File: src/assert_macros.svh
// Assertion macros shared by the mean/variance reduction RTL.
`ifndef ASSERT_MACROS_SVH
`define ASSERT_MACROS_SVH
`ifndef SYNTHESIS
// Same-cycle implication, disabled while reset is low.
`define MVR_ASSERT_IMP(label, clk, rst_n, ante, cons, msg) \
  label: assert property (@(posedge clk) disable iff (!rst_n) (ante) |-> (cons)) \
    else $error(msg);
// Next-cycle implication, disabled while reset is low.
`define MVR_ASSERT_NXT(label, clk, rst_n, ante, cons, msg) \
  label: assert property (@(posedge clk) disable iff (!rst_n) (ante) |=> (cons)) \
    else $error(msg);
`else
`define MVR_ASSERT_IMP(label, clk, rst_n, ante, cons, msg)
`define MVR_ASSERT_NXT(label, clk, rst_n, ante, cons, msg)
`endif
`endif

File: src/mvr_ram.sv
// Generic single-port-write, single-port-read RAM with registered read data.
`timescale 1ns / 1ps
module mvr_ram #(
  parameter int WIDTH     = 8,
  parameter int DEPTH     = 16,
  parameter int ADDR_BITS = (DEPTH > 1) ? $clog2(DEPTH) : 1
) (
  input  logic                 clk,
  input  logic                 we,
  input  logic [ADDR_BITS-1:0] waddr,
  input  logic [WIDTH-1:0]     wdata,
  input  logic [ADDR_BITS-1:0] raddr,
  output logic [WIDTH-1:0]     rdata
);

  logic [WIDTH-1:0] mem_r [DEPTH];
  logic [WIDTH-1:0] rdata_r;

  always_ff @(posedge clk) begin
    if (we) begin
      mem_r[waddr] <= wdata;
    end
    rdata_r <= mem_r[raddr];
  end

  assign rdata = rdata_r;

endmodule

File: config.mk
export PLATFORM = sky130hd
export DESIGN_NAME = mvr_ram
export DESIGN_NICKNAME = d
export VERILOG_FILES = /design/src/assert_macros.svh /design/src/mvr_ram.sv
export SDC_FILE = /design/constraint.sdc
export NUM_CORES = 1
export LEC_CHECK = 0
export BUFFER_PORTS_ARGS = -buffer_cell sky130_fd_sc_hd__buf_4
export CORE_MARGIN = 2
export CORE_UTILIZATION = 25
export CTS_BUF_LIST = sky130_fd_sc_hd__clkbuf_16
export DETAILED_ROUTE_END_ITERATION = 16
export GPL_TIMING_DRIVEN = 0
export PLACE_DENSITY = 0.42
export SETUP_SLACK_MARGIN = 0.1
export SYNTH_ARGS = -nofsm -noshare
export SYNTH_HDL_FRONTEND = slang
export SYNTH_SLANG_ARGS = --single-unit
File: constraint.sdc
create_clock -name clk -period 1.5 [get_ports clk]
set_input_delay 0.075 -clock clk [delete_from_list [all_inputs] [get_ports clk]]
set_output_delay 0.075 -clock clk [all_outputs]
set_load 0.005 [all_outputs]
# After elaboration in Yosys (flattened, before gate mapping)
# Memories as Yosys holds them, arrays and structs flattened. A register that Yosys moved wholly into a read port is not among the register bits.
# Cells that the tools add are included.
# op_classes
n_mux,2
# ops
operator,n
$mux W1,2
# totals
reg_bits,0
ramBits,128
in_bits,18
output_inout_bits,8
wordCells,3
memories,1
# mem_list
memory,words,width,rd,rd_clocked_by_memory_dff,wr,line,rtl
mem_r,16,8,1,1,1,mvr_ram.sv:16,logic [WIDTH-1:0] mem_r [DEPTH];

# Longest topological paths before layout
# Gate-level depths: netlist of run 1.
# depth
ltp_word,2
ltp_mapped,5

# Worst setup path before layout of run 1
# OpenSTA, ideal clock, no wires.
# synth_path
path_kind,input -> register
start,in waddr[2]
end,mem mem_r[0][0] (enable)
setup_ns,0.383
arrival_time_ns,1.185
required_ns,1.117
path_slack_ns,-0.068
path_stages,2
path_cell_list,or3b_2 -> nor3_1
# synth_rtl
item,line,rtl
from (decl),mvr_ram.sv:10,"input logic [ADDR_BITS-1:0] waddr,"
to (decl),mvr_ram.sv:16,
# No word-level cell before the write port.

==> qor.csv, run 1 <==
metric,value,unit
status,"finished, final reports clean",
nets@finish,296,
RSZ-0062 raised after global routing,yes,
WL per Instance,20.1,um
NetSw,1.77,mW
DR iter-0 viols,332,
CP max FO,1,
power share of the combinational group,5.3,%
IO Pins,26,
Post-DRT Antenna Nets,0,
hold depth,1,
H-tree lvl count,4,
FP Rows,52,
Avg Vias per Cell,4.26,
synthesized area per cell,22.5,um^2
Syn. warnings,0,
Slew Limit Fails,0,
clock latency on the worst-skew pair,0.41,ns
RD Place Congestion,0.742,
Leakage,2.07,nW
residual DRC count,0,
Core ar.,20200,um^2
Die W,147,um
TritonCTS clock tree,yes,
number of global-route vias before repair,2500,
initial antenna violation count,0,
Final Worst Setup Slack,0.103,ns
Max Cap Viol,0,
Worst Reg-to-Reg Cells,3,
Min-Delay Path Class,primary input to flop,
Slew headroom,41.9,%
worst-margin pin slew,0.869,ns
PD cells,1410,nW/um^2
critical setup path kind,flop to flop,
Sw Share,19.7,%
hold path start,wdata[4],
clock sinks,136,
sequential power share,47.5,%
RR Endpoint,rdata[2],
CTS buffer count,17,
Final min period,1.40,ns
Die Ht,147,um
fin crit share,93.1,%
gr usage total,11.1,%
DR vias,2391,
library cells used by synthesis,19,
DP Wirelength,7310,um
Layout Area Growth over Synthesis,23.7,%
register area share after synthesis,77.8,%
CTS max path bufs,2,
Overflow after GRT,0,
clk slew on worst S/H paths,0.06,ns
syn_nets,247,
drt pass-1 iters,4,
worst path required time,1.79,ns
Total Wirelength,11300,um
Startpoint Class,flop,
reg2reg start,mem_r[3][2],
final hold violation count,0,
Max Fclk,716,MHz
Crit path arrival time,1.68,ns
utilization after layout,31.5,%
share of layout cells above drive strength 1,35.4,%
setup repair bufs after CTS,0,
Seq cells post-synth,136,
# diodes,0,
share of power burned in the clock network,47.2,%
Max IR drop VDD,0.000757,V
Setup Skew,0.00837,ns
Worst Setup End Kind,flop,
Synth Cell Area,5150,um^2
final setup fails,0,
Pint,7.22,mW
Worst Hold Path EP,mem_r[2][4],
first-pass GRT wire length,16400,um
"worst slack, placed",-0.375,ns
# port buffers,24,
pin count of the biggest net entering global routing,17,
CTS root buf,clkbuf_16,
reg2reg setup slack,0.10,ns
cells after synthesis,229,
Initial Util,25.4,%
setup TNS,0,ns
die outline area,21800,um^2
-- flip-flops by register name (all words and copies together), names as in the netlist --
signal and count:
rdata 8, mem_r 128
-- logic make-up after synthesis --
family | after synthesis | share of synthesized area (%)
AND/OR/NAND/NOR | 35 | 3.18
multiplexers | 32 | 15.0
AO/OA/AOI/OAI | 16 | 2.33
buffers and inverters | 10 | 1.68
flip-flops | 136 | 77.8
-- per-stage QoR --
stage          instance area, um^2  hold slack [ns]  total power [mW]  cells
2_1_floorplan                 5150            0.174              4.56    229
3_3_place_gp                  5670            0.414              4.80    523
3_5_place_dp                  5680            0.421              4.81    524
4_1_cts                       6360         0.000266              9.08    560
5_1_grt                       6370          0.00774              9.33    561
6_report                      6370           0.0160              8.98    561
-- critical path: stages, from the launching register on --
cell	delay [ns]
edfxtp_1	0.35
mux4_2	0.50
a22oi_2	0.31
nand2_1	0.11
-- layout make-up --
cell class	count	area, um^2
multi-input combinational	83	1090
fill	1948	13900
buffer	10	86.3
tap	270	338
sequential	136	4000
clock buffer	17	425
timing repair buffer	30	238
clock inverter	15	183
-- cell usage after synthesis (all sizes together) --
cell type	count	area share, %
a22oi	16	2.3
and2	1	0.12
and2b	1	0.15
buf	7	1.1
clkdlybuf4s25	3	0.58
dfxtp	8	3.1
edfxtp	128	75
mux4	32	15
nand2	9	0.66
nand2b	2	0.24
nand3	1	0.097
nand3b	2	0.29
nor2	13	0.95
nor2b	1	0.12
nor3	4	0.39
or3b	1	0.17
-- metal layers --
metal	vias up	part of all wire [%]	global-route usage (%)
li1	1066	-	-
met1	1247	44	15.3
met2	73	47	16.6
met3	5	8.1	3.55
met4	0	0.85	3.75
met5	-	0	0
-- power by group through the flow --
stage	combinational [mW]	clock, mW	sequential (mW)
4_1_cts	0.483	4.33	4.27
5_1_grt	0.515	4.54	4.28
3_5_place_dp	0.460	0	4.35
3_3_place_gp	0.455	0	4.34
2_1_floorplan	0.216	0	4.35
6_report	0.476	4.24	4.27
-- placed cells by master, fill, tap and decap left out, types with 4 or more instances in the layout --
master         netlist  final
mux4_2              18     24
clkbuf_16            0     17
nand2_1              9      9
clkinv_2             0      6
dfxtp_1              8      8
bufinv_16            0      4
mux4_1              14      8
a22oi_1             16      9
nor2_1              13     10
edfxtp_1           128    128
buf_4                1     26
dlygate4sd3_1        0      5
a22oi_2              0      7
-- worst max-delay path by stage --
stage	slack (ns)	to	cells past startpoint	start
2_1_floorplan	0.16	mem_r[3][0]	2	waddr[2]
3_3_place_gp	-0.50	mem_r[8][3]	3	waddr[2]
3_5_place_dp	-0.38	mem_r[2][1]	3	waddr[2]
4_1_cts	0.06	rdata[2]	3	mem_r[1][2]
5_1_grt	0.07	rdata[2]	3	mem_r[0][2]
6_report	0.10	rdata[2]	3	mem_r[3][2]
-- what timing repair did --
item,CTS,global route
endpoints found under the setup margin,25,15
hold buffers,4,1
endpoints found under the hold margin,52,13
pin swaps,3,4
gates resized for setup,11,6
(Power assumes the default switching activity.)
==> inputs of run 2 (changes only) <==
ABC_AREA = 1   (was default)
SKIP_CTS_REPAIR_TIMING = 1   (was default)
==> qor.csv, run 2 <==
metric,value,unit
Worst Hold Path EP,mem_r[11][4],
CTS buffer count,17,
Final Power,9.09,mW
DR iter-0 viols,346,
fin cells,891,
IO Pins,26,
final setup fails,0,
clock sinks,136,
library cells used by synthesis,12,
RD Place Congestion,0.841,
Post-DRT Antenna Nets,0,
Setup Skew,0.00864,ns
# port buffers,22,
critical setup path kind,primary input to flop,
Leakage,2.92,nW
Overflow after GRT,0,
CP Cell Sequence,buf_4 -> nand3b_1 -> nor2_1,
Die W,156,um
synthesized area per cell,10.5,um^2
Startpoint Class,primary input,
syn_nets,569,
DR vias,3791,
"commonest non-fill, non-tap cell in the layout",nand2_1,
Final min period,1.26,ns
Total Wirelength,15600,um
"Slowest-stage cell, CP",nor2_1,
reg2reg start,mem_r[4][1],
Initial Util,25.5,%
Post-synth ARST share,0,%
worst path required time,1.54,ns
Slew headroom,32.4,%
Die Ht,156,um
Syn. warnings,0,
drt pass-1 iters,5,
Area contributors post-synth,"edfxtp_1, nand2_1, nand3_1, inv_1, dfxtp_1",
CP top delay family,simple AND/OR/NAND/NOR gates,
nets@finish,611,
RSZ-0062 raised after global routing,no,
Avg Vias per Cell,4.25,
reg2reg setup slack,0.46,ns
Core ar.,22600,um^2
Layout Area Growth over Synthesis,19.7,%
fin crit share,84.2,%
DP Wirelength,10400,um
share of layout cells above drive strength 1,12.9,%
hold path start,wdata[4],
worst-margin pin slew,1.01,ns
Seq cells post-synth,136,
cells after synthesis,551,
Synth Flop Type,edfxtp_1,
hold depth,1,
"EDFF count, synth",128,
buffers plus inverters on the worst setup path,1,
H-tree lvl count,4,
first-pass GRT wire length,23400,um
die outline area,24300,um^2
Largest Register,mem_r,
post-synth top area cell,edfxtp_1,
Hold Slack,0.0279,ns
CTS max path bufs,2,
initial antenna violation count,0,
Max Cap Viol,0,
Crit path arrival time,1.30,ns
gr usage total,13.5,%
Max IR drop VDD,0.000750,V
placed cell count,858,
top-count cell post-synth,nand2_1,
residual DRC count,0,
RR Endpoint,rdata[1],
Max Fclk,792,MHz
WL per Instance,17.5,um
CTS root buf,clkbuf_16,
Synth Cell Area,5770,um^2
most frequent cells in the layout,"nand2_1, edfxtp_1, inv_1",
number of global-route vias before repair,3680,
Slew Limit Fails,0,
Worst Reg-to-Reg Cells,6,
pin count of the biggest net entering global routing,17,
clock latency on the worst-skew pair,0.42,ns
Min-Delay Path Class,primary input to flop,
PD cells,1320,nW/um^2
Worst Setup End Kind,flop,
register area share after synthesis,69.4,%
# diodes,0,
CP max FO,8,
status,"finished, final reports clean",
final hold violation count,0,
share of the synthesized area in the top cell type,66.7,%
max reg flops,128,
FP Rows,55,
Synth top cells by count,"nand2_1, edfxtp_1, inv_1",
critical path's largest stage delay,0.83,ns
clk slew on worst S/H paths,0.06,ns
TritonCTS clock tree,yes,
-- run 2: cell types whose count changed after synthesis, sizes merged, moves of 2 or more --
cell / delta
a22oi: -16
buf: +17
clkdlybuf4s25: -3
mux4: -32
nor3: -4
nand3: +96
nand2: +164
nand2b: -2
nor2: +4
inv: +102
-- run 2: final cells by class --
class,count,area (um^2)
Clock inverter,15,180
Inverter,102,383
Buffer,24,166
Tap cell,285,357
Clock buffer,17,425
Multi-Input combinational cell,289,1210
Timing Repair Buffer,23,175
Fill cell,2284,15700
Sequential cell,136,4000
-- run 2: where the power goes --
group	internal, mW	leakage (nW)	switching (mW)
Clock	2.61	0.283	1.62
Combinational	0.188	1.41	0.406
Sequential	4.25	1.22	0.0219
Total	7.05	2.92	2.04
-- run 2: cell families (layout without fill, tap and decap cells) --
logic type	after synthesis	in the layout	synth area share, %
AND/OR/NAND/NOR	289	289	21.0
flip-flops	136	136	69.4
buffers and inverters	126	181	9.52
-- run 2: worst reg2reg max path: stages, from the launching register on --
cell	delay (ns)
edfxtp_1	0.35
inv_1	0.06
nand2_1	0.05
nand3_1	0.11
nand3_1	0.09
nand3_1	0.17
nand2_1	0.10
-- run 2: routing by layer --
layer  share of wire, %  GRT usage (%)
met3                4.6           2.72
met5                  0              0
met4               0.98           4.98
met1                 49           19.1
met2                 45           20.5
-- run 2: worst max-delay path by stage --
| stage | from | to | cells past startpoint |
|---|---|---|---|
| 2_1_floorplan | waddr[2] | mem_r[10][0] | 2 |
| 4_1_cts | waddr[3] | mem_r[7][2] | 3 |
| 3_5_place_dp | waddr[3] | mem_r[7][0] | 3 |
| 6_report | waddr[3] | mem_r[7][2] | 3 |
| 3_3_place_gp | waddr[3] | mem_r[7][0] | 3 |
| 5_1_grt | waddr[3] | mem_r[7][6] | 3 |
-- run 2: stage by stage --
stage	worst slack [ns]	setup TNS, ns	util, %	area [um^2]
final	0.237	0	30.5	6900
after detailed placement	-0.170	-4.59	27.8	6290
after CTS	0.275	0	30.5	6890
after global routing	0.139	0	30.5	6900
after global placement	-0.138	-3.41	27.8	6290
after floorplan	0.474	0	-	5770
